==> src/hdl/yv12c_pkg.sv <==
`default_nettype none

package yv12c_pkg;

  localparam int unsigned SAMPLE_W = 8;
  localparam int unsigned POS_W    = 12;
  localparam int unsigned DIM_W    = 13;
  localparam int unsigned INDEX_W  = 24;
  localparam int unsigned CFG_IDX_W = 2;

  localparam logic [DIM_W-1:0] MAX_WIDTH  = 13'd4096;
  localparam logic [DIM_W-1:0] MAX_HEIGHT = 13'd4096;
  localparam logic [DIM_W-1:0] RESET_WIDTH  = 13'd704;
  localparam logic [DIM_W-1:0] RESET_HEIGHT = 13'd576;

  // Fixed point, 12 fraction bits. Largest magnitude sum is below 2^21.
  localparam int unsigned FRAC_BITS = 12;
  localparam int unsigned ACC_W     = 22;

  localparam logic signed [ACC_W-1:0] K_RV = 22'sd5614;
  localparam logic signed [ACC_W-1:0] K_GU = 22'sd2859;
  localparam logic signed [ACC_W-1:0] K_GV = 22'sd2880;
  localparam logic signed [ACC_W-1:0] K_BU = 22'sd7096;

  typedef enum logic [CFG_IDX_W-1:0] {
    CFG_FRAME_WIDTH  = 2'd0,
    CFG_FRAME_HEIGHT = 2'd1
  } cfg_reg_t;

  typedef struct packed {
    logic [DIM_W-1:0] width;
    logic [DIM_W-1:0] height;
  } frame_dims_t;

  // Floor (drop fraction) then clamp to 0..255.
  function automatic logic [SAMPLE_W-1:0] clamp_sample(input logic signed [ACC_W-1:0] acc);
    logic [SAMPLE_W-1:0] res;
    if (acc[ACC_W-1]) begin
      res = '0;
    end else if (acc[ACC_W-2]) begin
      res = '1;
    end else begin
      res = acc[FRAC_BITS +: SAMPLE_W];
    end
    return res;
  endfunction

endpackage

`default_nettype wire

==> src/hdl/yv12_to_rgb24_pixel_convert_unit.sv <==
`default_nettype none

// Channel | Handshake            | Word
// --------+----------------------+--------------------------------------------
// in      | in_valid / in_ready  | luma, chroma_u, chroma_v, column, line
// out     | out_valid / out_ready| red, green, blue, dest_index
// cfg     | cfg_valid / cfg_ready| cfg_index (0 width, 1 height), cfg_data
//
// One pixel per clock sustained while out_ready is high. Pipeline is an input
// register, then conversion and index multiply feeding the output register, which
// sets out_valid. A stall at out_ready backs up through both registers.
// Synchronous reset clears both valid flags and loads width 704, height 576.
// cfg_ready is always high; cfg writes land on the next edge.

module yv12_to_rgb24_pixel_convert_unit
  import yv12c_pkg::*;
(
  input  wire logic                 clk,
  input  wire logic                 rst,

  input  wire logic                 in_valid,
  output logic                      in_ready,
  input  wire logic [SAMPLE_W-1:0]  luma,
  input  wire logic [SAMPLE_W-1:0]  chroma_u,
  input  wire logic [SAMPLE_W-1:0]  chroma_v,
  input  wire logic [POS_W-1:0]     column,
  input  wire logic [POS_W-1:0]     line,

  output logic                      out_valid,
  input  wire logic                 out_ready,
  output logic [SAMPLE_W-1:0]       red,
  output logic [SAMPLE_W-1:0]       green,
  output logic [SAMPLE_W-1:0]       blue,
  output logic [INDEX_W-1:0]        dest_index,

  input  wire logic                 cfg_valid,
  output logic                      cfg_ready,
  input  wire logic [CFG_IDX_W-1:0] cfg_index,
  input  wire logic [DIM_W-1:0]     cfg_data
);

  frame_dims_t dims;

  // input register
  logic                stage_valid;
  logic [SAMPLE_W-1:0] stage_luma;
  logic [SAMPLE_W-1:0] stage_u;
  logic [SAMPLE_W-1:0] stage_v;
  logic [POS_W-1:0]    stage_column;
  logic [POS_W-1:0]    stage_line;

  logic                out_load;
  logic                stage_load;
  logic [SAMPLE_W-1:0] red_next;
  logic [SAMPLE_W-1:0] green_next;
  logic [SAMPLE_W-1:0] blue_next;
  logic [INDEX_W-1:0]  dest_index_next;

  assign cfg_ready  = 1'b1;
  assign out_load   = !out_valid || out_ready;
  assign in_ready   = !stage_valid || out_load;
  assign stage_load = in_valid && in_ready;

  yv12c_cfg u_cfg (
    .clk       (clk),
    .rst       (rst),
    .cfg_valid (cfg_valid && cfg_ready),
    .cfg_index (cfg_index),
    .cfg_data  (cfg_data),
    .dims      (dims)
  );

  yv12c_color u_color (
    .luma     (stage_luma),
    .chroma_u (stage_u),
    .chroma_v (stage_v),
    .red      (red_next),
    .green    (green_next),
    .blue     (blue_next)
  );

  yv12c_index u_index (
    .dims       (dims),
    .column     (stage_column),
    .line       (stage_line),
    .dest_index (dest_index_next)
  );

  always_ff @(posedge clk) begin
    if (rst) begin
      stage_valid <= 1'b0;
    end else if (in_ready) begin
      stage_valid <= in_valid;
    end
  end

  always_ff @(posedge clk) begin
    if (stage_load) begin
      stage_luma   <= luma;
      stage_u      <= chroma_u;
      stage_v      <= chroma_v;
      stage_column <= column;
      stage_line   <= line;
    end
  end

  always_ff @(posedge clk) begin
    if (rst) begin
      out_valid <= 1'b0;
    end else if (out_load) begin
      out_valid <= stage_valid;
    end
  end

  always_ff @(posedge clk) begin
    if (out_load && stage_valid) begin
      red        <= red_next;
      green      <= green_next;
      blue       <= blue_next;
      dest_index <= dest_index_next;
    end
  end

  a_accept_fills_stage: assert property (@(posedge clk) disable iff (rst)
    stage_load |=> stage_valid)
    else $error("accepted word did not reach the input register");

  a_stage_holds: assert property (@(posedge clk) disable iff (rst)
    stage_valid && !out_load |=> stage_valid && $stable(stage_luma) && $stable(stage_line))
    else $error("input register changed while output stalled");

  a_stage_to_out: assert property (@(posedge clk) disable iff (rst)
    stage_valid && out_load |=> out_valid)
    else $error("word lost between input and output register");

  a_width_sat: assert property (@(posedge clk) disable iff (rst)
    cfg_valid && (cfg_index == CFG_FRAME_WIDTH) && (cfg_data > MAX_WIDTH)
    |=> dims.width == MAX_WIDTH)
    else $error("frame width not saturated");

endmodule

`default_nettype wire

==> src/hdl/yv12c_cfg.sv <==
`default_nettype none

module yv12c_cfg
  import yv12c_pkg::*;
(
  input  wire logic                 clk,
  input  wire logic                 rst,
  input  wire logic                 cfg_valid,
  input  wire logic [CFG_IDX_W-1:0] cfg_index,
  input  wire logic [DIM_W-1:0]     cfg_data,
  output frame_dims_t               dims
);

  logic [DIM_W-1:0] width_sat;
  logic [DIM_W-1:0] height_sat;

  assign width_sat  = (cfg_data > MAX_WIDTH)  ? MAX_WIDTH  : cfg_data;
  assign height_sat = (cfg_data > MAX_HEIGHT) ? MAX_HEIGHT : cfg_data;

  always_ff @(posedge clk) begin
    if (rst) begin
      dims.width  <= RESET_WIDTH;
      dims.height <= RESET_HEIGHT;
    end else if (cfg_valid) begin
      unique case (cfg_index)
        CFG_FRAME_WIDTH:  dims.width  <= width_sat;
        CFG_FRAME_HEIGHT: dims.height <= height_sat;
        default: ;
      endcase
    end
  end

endmodule

`default_nettype wire

==> src/hdl/yv12c_color.sv <==
`default_nettype none

module yv12c_color
  import yv12c_pkg::*;
(
  input  wire logic [SAMPLE_W-1:0] luma,
  input  wire logic [SAMPLE_W-1:0] chroma_u,
  input  wire logic [SAMPLE_W-1:0] chroma_v,
  output logic [SAMPLE_W-1:0]      red,
  output logic [SAMPLE_W-1:0]      green,
  output logic [SAMPLE_W-1:0]      blue
);

  logic signed [SAMPLE_W-1:0] du;
  logic signed [SAMPLE_W-1:0] dv;
  logic signed [ACC_W-1:0]    du_ext;
  logic signed [ACC_W-1:0]    dv_ext;
  logic signed [ACC_W-1:0]    base;
  logic signed [ACC_W-1:0]    acc_r;
  logic signed [ACC_W-1:0]    acc_g;
  logic signed [ACC_W-1:0]    acc_b;

  // x - 128 for an 8-bit sample is the sample with its top bit flipped, as signed
  assign du = $signed({~chroma_u[SAMPLE_W-1], chroma_u[SAMPLE_W-2:0]});
  assign dv = $signed({~chroma_v[SAMPLE_W-1], chroma_v[SAMPLE_W-2:0]});
  assign du_ext = ACC_W'(du);
  assign dv_ext = ACC_W'(dv);
  assign base = $signed({{(ACC_W-SAMPLE_W-FRAC_BITS){1'b0}}, luma, {FRAC_BITS{1'b0}}});

  assign acc_r = base + K_RV * dv_ext;
  assign acc_g = base - K_GU * du_ext - K_GV * dv_ext;
  assign acc_b = base + K_BU * du_ext;

  assign red   = clamp_sample(acc_r);
  assign green = clamp_sample(acc_g);
  assign blue  = clamp_sample(acc_b);

endmodule

`default_nettype wire

==> src/hdl/yv12c_index.sv <==
`default_nettype none

module yv12c_index
  import yv12c_pkg::*;
(
  input  wire frame_dims_t        dims,
  input  wire logic [POS_W-1:0]   column,
  input  wire logic [POS_W-1:0]   line,
  output logic [INDEX_W-1:0]      dest_index
);

  logic [INDEX_W-1:0] flipped;
  logic [INDEX_W-1:0] row_base;

  // all arithmetic wraps modulo 2^24
  assign flipped    = INDEX_W'(dims.height) - INDEX_W'(1) - INDEX_W'(line);
  assign row_base   = INDEX_W'(flipped * INDEX_W'(dims.width));
  assign dest_index = row_base + INDEX_W'(column);

endmodule

`default_nettype wire

==> config.mk <==
export PLATFORM = sky130hd
export DESIGN_NAME = yv12_to_rgb24_pixel_convert_unit
export DESIGN_NICKNAME = d
export VERILOG_FILES = /design/src/hdl/yv12c_pkg.sv /design/src/hdl/yv12_to_rgb24_pixel_convert_unit.sv /design/src/hdl/yv12c_cfg.sv /design/src/hdl/yv12c_color.sv /design/src/hdl/yv12c_index.sv
export SDC_FILE = /design/constraint.sdc
export NUM_CORES = 1
export LEC_CHECK = 0
export ABC_CLOCK_PERIOD_IN_PS = 10200
export BUFFER_PORTS_ARGS = -buffer_cell sky130_fd_sc_hd__clkbuf_2
export CORE_ASPECT_RATIO = 1.75
export CORE_MARGIN = 8
export CORE_UTILIZATION = 57
export DETAILED_ROUTE_END_ITERATION = 16
export PLACE_DENSITY = 0.75
export SLEW_MARGIN = 20
export SYNTH_ARGS = -nofsm -noshare
export SYNTH_HDL_FRONTEND = slang
export SYNTH_SLANG_ARGS = --single-unit
==> constraint.sdc <==
create_clock -name clk -period 10.2 [get_ports clk]
set_clock_uncertainty 0.15 [all_clocks]
set_input_delay 1.02 -clock clk [delete_from_list [all_inputs] [get_ports clk]]
set_output_delay 1.02 -clock clk [all_outputs]
set_load 0.02 [all_outputs]
# Word-level counts from Yosys, hierarchy flattened
# Index checks and enable logic that the tools add are counted.
# totals
out_inout_bits	51
wordCells	42
register_bits	124
# op_classes
n_mux	4
n_bitwise	2
n_mul	5
n_eq_ne	1
add_sub_neg	7
n_reduce_logical	9
order_cmp	1
# op_table
operator	n
21-bit by 22-bit adder with 22-bit output	2
13-bit by 8-bit multiplier with 21-bit output (first input constant)	2
24-bit by 12-bit adder with 24-bit output	1
24-bit by 13-bit multiplier with 24-bit output	1
8-bit 2-to-1 mux	3
24-bit by 12-bit subtractor with 24-bit output	1
21-bit by 22-bit subtractor with 22-bit output	1
22-bit subtractor	1
11-bit by 8-bit multiplier with 19-bit output (first input constant)	1
7-bit by 8-bit multiplier with 15-bit output (first input constant)	1
13-bit by 1-bit subtractor with 14-bit output (second input constant)	1
13-bit > comparator (second input constant)	1
13-bit 2-to-1 mux	1
2-bit AND reduction	2
2-bit by 1-bit equality test with 1-bit output (second input constant)	1
1-bit logical AND	2
1-bit zero test	2
2-bit zero test	1
1-bit logical OR	2
1-bit inverter	2

# Logic depth before layout (Yosys ltp)
# Gate-level depths: netlist (run 1).
# logic_depth
ltp_word	5
depth_mapped	35
ltp_nobuf	34

# By module
# From an unflattened synthesis (run 1), not the netlist that was laid out.
# unflattened
cells_unflattened	1865
area_unflattened_um2	18841.8
# by_module_without_submodules
mod	cells_per_inst	area_each_um2	instances
yv12c_index	866	7547.2	1
yv12c_color	801	7354.6	1
yv12_to_rgb24_pixel_convert_unit	108	2997.9	1
yv12c_cfg	90	942.2	1

# Worst setup path after synthesis (run 1)
# OpenSTA, ideal clock, no wires.
# synth_path
path_type	flip-flop to flip-flop
from	register u_cfg.dims[2] (netlist name)
to	register dest_index[22], data pin
required_time_ns	9.792
period_less_slack_ns	9.070
path_buffers	1
arrival_ns	8.663
stages_incl_launch_ff	31
slack_ns	1.130
setup_ns	0.258
cell_sequence	dfxtp_1 or4_4 or4_1 or3_1 xnor2_1 ha_1 and2_1 and3_1 a32oi_1 nor2b_1 xor2_1 clkbuf_1 and2_1 fa_1 inv_1 fa_1 inv_1 fa_1 fa_1 fa_1 ha_1 ha_1 a21o_1 a21o_1 a21oi_1 or4b_2 a211oi_1 nor3_1 or3_1 a21oi_1 xnor2_1
# synth_between
elab_chain_cells	4
# synth_lines
item	line	source
13-bit by 1-bit subtractor with 14-bit output	yv12c_index.sv:16	assign flipped = INDEX_W'(dims.height) - INDEX_W'(1) - INDEX_W'(line);
24-bit by 12-bit subtractor with 24-bit output	yv12c_index.sv:16	
24-bit by 13-bit multiplier with 24-bit output	yv12c_index.sv:17	assign row_base = INDEX_W'(flipped * INDEX_W'(dims.width));
24-bit by 12-bit adder with 24-bit output	yv12c_index.sv:18	assign dest_index = row_base + INDEX_W'(column);
net dest_index_next[22]	yv12_to_rgb24_pixel_convert_unit.sv:57	logic [INDEX_W-1:0] dest_index_next;
end signal, assigned	yv12_to_rgb24_pixel_convert_unit.sv:120	dest_index <= dest_index_next;
end, declared	yv12_to_rgb24_pixel_convert_unit.sv:34	output logic [INDEX_W-1:0] dest_index,
# The timed path passes the listed nets, and every way through them passes these cells.
# A chain may end at the register's enable or synchronous reset.

# Worst setup path in the final report (run 1)
# layout_path
from	register u_cfg.dims[2] (netlist name)
to	register dest_index[22], data pin
# layout_between
elab_chain_cells	4
# layout_lines
item	line
13-bit by 1-bit subtractor with 14-bit output	yv12c_index.sv:16
24-bit by 12-bit subtractor with 24-bit output	yv12c_index.sv:16
24-bit by 13-bit multiplier with 24-bit output	yv12c_index.sv:17
24-bit by 12-bit adder with 24-bit output	yv12c_index.sv:18
net dest_index_next[22]	yv12_to_rgb24_pixel_convert_unit.sv:57
# The timed path passes the listed nets, and every way through them passes these cells.

==> impl_metrics.py, run 1 <==
metrics = {
    "clock_network": {
        "cts_max_level": 4,
        "clk_latency_ns": 0.45,
        "clock_sinks": 124,
        "cts.clk_slew.worst_paths_ns": 0.07,
        "cts_tree": "built",
        "cts_root_buf": "clkbuf_16",
        "cts-hold-fix-buffers": 0,
        "ctsLongestPathBuffers": 2,
        "cts_buffers": 17,
    },
    "worst_setup_path": {
        "path_delay_family": "simple AND/OR/NAND/NOR gates",
        "worstPathArrival_ns": 9.69,
        "critPathRequiredTime_ns": 10.24,
        "critPathMaxStageDelay_ns": 0.61,
        "worstSetupStartpointType": "register",
        "cp-end-kind": "register",
        "crit_slowest_cell": "or4b_2",
        "crit_fanout": 11,
        "worstPathBufferInverterCount": 3,
        "path_class": "register to register",
        "crit_path_frequent_cell": "fa_1",
    },
    "detailed_routing": {
        "drt-initial-drc-count": 515,
        "viasPerCell": 5.55,
        "routed_wl_microns": 48400,
        "vias": 14600,
        "ant_nets": 0,
        "wl_per_cell_microns": 18.3,
        "route.detailed.drc": 0,
        "dr.pass1.iters": 5,
    },
    "synthesis": {
        "syn_avg_cell_area_sq_um": 9.51,
        "yosys.area_share.simple": 0.133,
        "synth_enable_flop_cells": 96,
        "syn_area_sq_um": 19700,
        "yosys.area_share.adder": 0.456,
        "yosys.area.top_type": "fa_1",
        "synth_cells": 2067,
        "synth_xor_area_frac": 0.0536,
        "synth.area.mux_share": 0.00204,
        "synth_async_sr_flop_share": 0,
        "synth-main-ff-cell": "edfxtp_1",
        "synth_top_family_by_area": "adder cells",
        "synth.distinct_cells": 71,
        "synth_compound_area_frac": 0.0910,
        "ys_ff_latch": 124,
        "synth_nets": 2688,
        "synth_warnings": 0,
        "synth_most_common_cell": "inv_1",
        "synth_top_area_share": 0.278,
        "synthTopCellsByCount": "416 x inv_1, 280 x ha_1, 273 x fa_1, 207 x nand2_1, 107 x a21oi_1",
        "seq_area_frac_synth": 0.175,
        "ys_top_cells_by_area": "fa_1 28%, ha_1 18%, edfxtp_1 15%",
    },
    "run": {
        "cap_violations": 0,
    },
    "die": {
        "initial_core_util": 0.574,
        "die_x_microns": 156,
        "num_rows": 90,
        "dieArea_sq_um": 40900,
        "io_pins": 119,
        "die_height_microns": 262,
        "core-area_sq_um": 34200,
    },
    "power": {
        "power.density_nw_per_um2": 329,
        "ir_drop_mv": 0.225,
        "power_leakage_nw": 10.7,
    },
    "sta": {
        "max_freq_mhz": 104,
        "finalCritPeriodShare": 0.946,
        "slew_violations": 0,
        "rsz0062_at_grt": "false",
        "max-slew-margin-rel": 0.233,
        "finalSetupTns_ns": 0,
        "worst_pin_slew_ns": 1.14,
        "setup-violations-final": 0,
        "hold_viol": 0,
        "period_minus_slack_ns": 9.65,
    },
    "cells_and_area": {
        "fin_nets": 2788,
        "final_util": 0.623,
        "antenna_cells": 0,
        "drive_gt1_frac": 0.0862,
        "syn2layout_area_growth_pct": 8.52,
    },
    "place": {
        "gp_congestion": 0.926,
        "dpl.hpwl_microns": 40200,
        "portBuffers": 117,
    },
    "min_path": {
        "hold_class": "register to register",
    },
    "status": {
        "status": "completed",
    },
    "grt": {
        "grt-ovfl-total": 0,
        "grt_pass1_vias": 16200,
        "grt_max_degree": 49,
        "antenna_found_initial": 0,
        "grt_pass1_wl_microns": 78300,
        "track_usage": 0.249,
    },
}
## cells in the final DEF (no fill, tap or decap), drive strengths merged, types with 5 or more instances in the layout
master,synthesis,routed
fa,273,273
nor2,68,68
o21bai,13,13
a211oi,12,12
nor2b,42,42
or3,10,10
dfxtp,28,28
buf,1,14
o21ai,39,39
and2,85,85
inv,416,423
nor3,28,28
clkbuf,49,134
or4,5,5
xnor2,74,74
a21o,38,38
ha,280,280
nand2b,14,14
and3,6,6
or2,7,7
nor4,6,6
o21a,15,15
a21oi,107,107
nand3,18,18
nand2,208,208
nand4,6,6
clkinv,0,6
xor2,43,43
edfxtp,96,96
a211o,12,12
## final cells by class
type	instances	area [sq um]
clock inverter	15	151
timing repair buffer	131	691
inverter	416	1560
sequential	124	3440
fill	2926	12900
clock buffer	17	425
multi-input combinational	1477	14500
tap	460	576
## worst register-to-register path: cells and delay by family, from the launching register on
kind                       cells  cell delay, ns
adders and majority gates      8            3.37
and+or+nand+nor               10            3.39
xor gates and xnor gates       3            0.31
DFF                            1            0.36
AOI/OAI and AO/OA              6            1.50
buffers and inverters          3            0.30
## sequential cells by signal (all words and copies together) (netlist names)
register	count
u_cfg.dims	26
dest_index	24
stage_column	12
stage_line	12
blue	8
green	8
red	8
stage_luma	8
stage_u	8
stage_v	8
out_valid	1
stage_valid	1
## where the power goes
part	total [mW]	internal, mW	switching (mW)
clock	0.616	0.343	0.273
sequential	0.889	0.826	0.0632
combinational	5.53	2.36	3.17
## stage by stage
| stage | instance area [sq um] | power [mW] | hold slack, ns | worst slack, ns | cells |
|---|---|---|---|---|---|
| floorplan | 19700 | 5.10 | 0.310 | 1.13 | 2067 |
| global placement | 20700 | 6.22 | 0.325 | 0.713 | 2608 |
| detailed placement | 20700 | 6.39 | 0.344 | 0.443 | 2608 |
| CTS | 21300 | 7.06 | 0.352 | 0.409 | 2640 |
| global route | 21300 | 7.75 | 0.372 | 0.0408 | 2640 |
| finish | 21300 | 7.03 | 0.349 | 0.547 | 2640 |
## path summary, 6_finish.rpt
kind / startpoint / end / depth (start not counted) / slack (ns)
max: u_cfg.dims[2] / dest_index[22] / 30 / 0.55
min: u_cfg.dims[5] / u_cfg.dims[5] / 2 / 0.35
max reg2reg: u_cfg.dims[2] / dest_index[22] / 30 / 0.55
min reg2reg: u_cfg.dims[5] / u_cfg.dims[5] / 2 / 0.35
## routing by layer
layer | routed length (microns) | GRT usage
met1 | 15900 | 0.225
met2 | 26900 | 0.484
met3 | 1660 | 0.0316
met4 | 3920 | 0.195
met5 | 0 | 0
## cell families (layout without fill, tap and decap cells)
family                     Yosys count  after routing
xor gates and xnor gates           118            118
buffers and inverters              466            579
DFF                                124            124
muxes                                4              4
other                                1              1
AOI/OAI and AO/OA                  279            279
adders and majority gates          553            553
and+or+nand+nor                    522            522
## what timing repair did
action,4_1_cts,5_1_grt
hold endpoints to repair,0,0
buffers inserted,0,0
resized for setup,0,2
endpoints found under the setup margin,0,1
No activity file was read; power rests on OpenSTA's default activity.
==> run 2, diff against run 1 <==
Settings changed: CORE_UTILIZATION 57 to 48, PLACE_DENSITY 0.75 to default, PLACE_DENSITY_LB_ADDON from default to 0.1.
==> run 2 against run 1 <==
Effect of this change: clock-buffer cell count increased by 1; first-iteration DRC count is 14% higher; worst hold slack got worse by 0.041 ns; cell area rose by 0.75%; utilization shrank 9.5 points; cell count is 3.6% higher; sequential power decreased by 0.4%; sequential share of layout area fell by 0.12 points; worst setup slack got worse by 0.055 ns; global-route usage decreased by 3.4 points; critical path type unchanged; critical endpoint unchanged; largest power group unchanged.
==> impl_metrics.py, run 2 (synthesis results as in run 1) <==
metrics = {
    "min_path": {
        "hold_class": "register to register",
        "whs_path_depth": 2,
        "min_to": "u_cfg.dims[18]",
        "min_from": "u_cfg.dims[18]",
    },
    "clock_network": {
        "clock_sinks": 124,
        "cts-hold-fix-buffers": 0,
        "cts.clk_slew.worst_paths_ns": 0.07,
        "post_cts_resized": 0,
        "cts_tree": "built",
        "postCtsSetupBuffers": 0,
        "cts_buffers": 17,
        "cts_root_buf": "clkbuf_16",
        "clk_latency_ns": 0.45,
        "cts_max_level": 4,
        "ctsLongestPathBuffers": 2,
    },
    "worst_setup_path": {
        "timing.rr.end": "dest_index[22]",
        "crit_fanout": 11,
        "critPathRequiredTime_ns": 10.24,
        "cp-end-kind": "register",
        "worstPathArrival_ns": 9.75,
        "r2r-start": "u_cfg.dims[2]",
        "crit_path_frequent_cell": "fa_1",
        "worstSetupStartpointType": "register",
        "path_class": "register to register",
        "reg2reg_depth": 30,
        "reg2reg_slack_ns": 0.49,
        "critPathMaxStageDelay_ns": 0.61,
        "crit_slowest_cell": "or4b_2",
    },
    "power": {
        "switching_share": 0.502,
        "ir_drop_mv": 0.259,
        "combinationalPowerShare": 0.785,
        "power_switching_mw": 3.56,
        "internal_power_mw": 3.53,
        "seq_power_share": 0.125,
        "power_leakage_nw": 10.8,
        "power.density_nw_per_um2": 329,
        "p_clk_frac": 0.090,
    },
    "die": {
        "initial_core_util": 0.483,
        "core-area_sq_um": 40700,
        "io_pins": 119,
        "dieArea_sq_um": 48000,
        "die_x_microns": 169,
        "die_height_microns": 284,
        "num_rows": 98,
    },
    "detailed_routing": {
        "viasPerCell": 5.25,
        "route.detailed.drc": 0,
        "ant_nets": 0,
        "dr.pass1.iters": 5,
        "vias": 14400,
        "wl_per_cell_microns": 18.0,
        "routed_wl_microns": 49200,
        "drt-initial-drc-count": 587,
    },
    "sta": {
        "hold_viol": 0,
        "max-slew-margin-rel": 0.305,
        "finalCritPeriodShare": 0.952,
        "fin_ws_ns": 0.491,
        "finalSetupTns_ns": 0,
        "rsz0062_at_grt": "false",
        "slew_violations": 0,
        "worst_pin_slew_ns": 1.04,
        "hold-worst-slack_ns": 0.308,
        "max_freq_mhz": 103,
        "period_minus_slack_ns": 9.71,
        "setup-violations-final": 0,
    },
    "cells_and_area": {
        "num-fill-cells": 3893,
        "antenna_cells": 0,
        "largest_register_ff_count": 26,
        "final_cell_mix": "416 x inv_1, 280 x ha_1, 273 x fa_1",
        "multi_input_area_sq_um": 14500,
        "mostFrequentLayoutCell": "inv_1",
        "largestRegisters": "u_cfg.dims x26, dest_index x24",
        "fin_nets": 2794,
        "drive_gt1_frac": 0.0883,
        "syn2layout_area_growth_pct": 9.33,
        "largest-register": "u_cfg.dims",
        "seqCellArea_sq_um": 3440,
    },
    "grt": {
        "grt_max_degree": 49,
        "antenna_found_initial": 0,
        "track_usage": 0.214,
        "grt_pass1_wl_microns": 80000,
        "grt_pass1_vias": 15600,
        "grt-ovfl-total": 0,
    },
    "place": {
        "dpl.hpwl_microns": 41200,
        "pre_cts_ws_ns": 0.561,
        "gp_congestion": 0.873,
        "portBuffers": 117,
    },
    "run": {
        "cap_violations": 0,
    },
    "status": {
        "status": "completed",
    },
}
## run 2: worst max path at each step
| stage | startpoint | endpoint |
|---|---|---|
| floorplan | u_cfg.dims[2] | dest_index[22] |
| global placement | u_cfg.dims[2] | dest_index[22] |
| detailed placement | u_cfg.dims[2] | dest_index[22] |
| CTS | u_cfg.dims[2] | dest_index[22] |
| global route | u_cfg.dims[2] | dest_index[22] |
| finish | u_cfg.dims[2] | dest_index[22] |
## run 2: metrics by stage
step	area [sq um]	utilization	total power [mW]	cells
floorplan	19700	-	5.10	2067
global placement	20900	0.514	6.36	2704
detailed placement	20900	0.514	6.47	2704
CTS	21500	0.528	7.15	2736
global route	21500	0.528	7.85	2736
finish	21500	0.528	7.08	2736
## run 2: critical path, delay by kind of cell, from the launching register on
| family | cells | cell delay (ns) |
|---|---|---|
| buf+inv | 3 | 0.29 |
| xor+xnor | 3 | 0.32 |
| fa+ha+maj | 8 | 3.37 |
| flops | 1 | 0.35 |
| compound gates | 6 | 1.54 |
| simple gates | 10 | 3.43 |
## run 2: area by class of cell
class | instances | share of cell area
sequential | 124 | 0.160
inverter | 416 | 0.0726
multi-input combinational | 1477 | 0.674
clock buffer | 18 | 0.0209
clock inverter | 14 | 0.00646
tap | 550 | 0.0320
timing repair buffer | 137 | 0.0342
## run 2: routing by layer
metal,GRT usage,vias to the layer above,share of wire
met4,0.108,0,0.049
li1,-,6856,-
met3,0.0212,86,0.030
met2,0.436,274,0.58
met1,0.204,7151,0.34
met5,0,-,0
## run 2: power groups by stage
| stage | sequential [mW] | combinational, mW | clock (mW) |
|---|---|---|---|
| final | 0.885 | 5.56 | 0.636 |
| after global routing | 0.897 | 6.29 | 0.665 |
| after CTS | 0.889 | 5.62 | 0.648 |
| after detailed placement | 0.899 | 5.57 | 0 |
| after global placement | 0.899 | 5.46 | 0 |
| after floorplan | 0.976 | 4.13 | 0 |
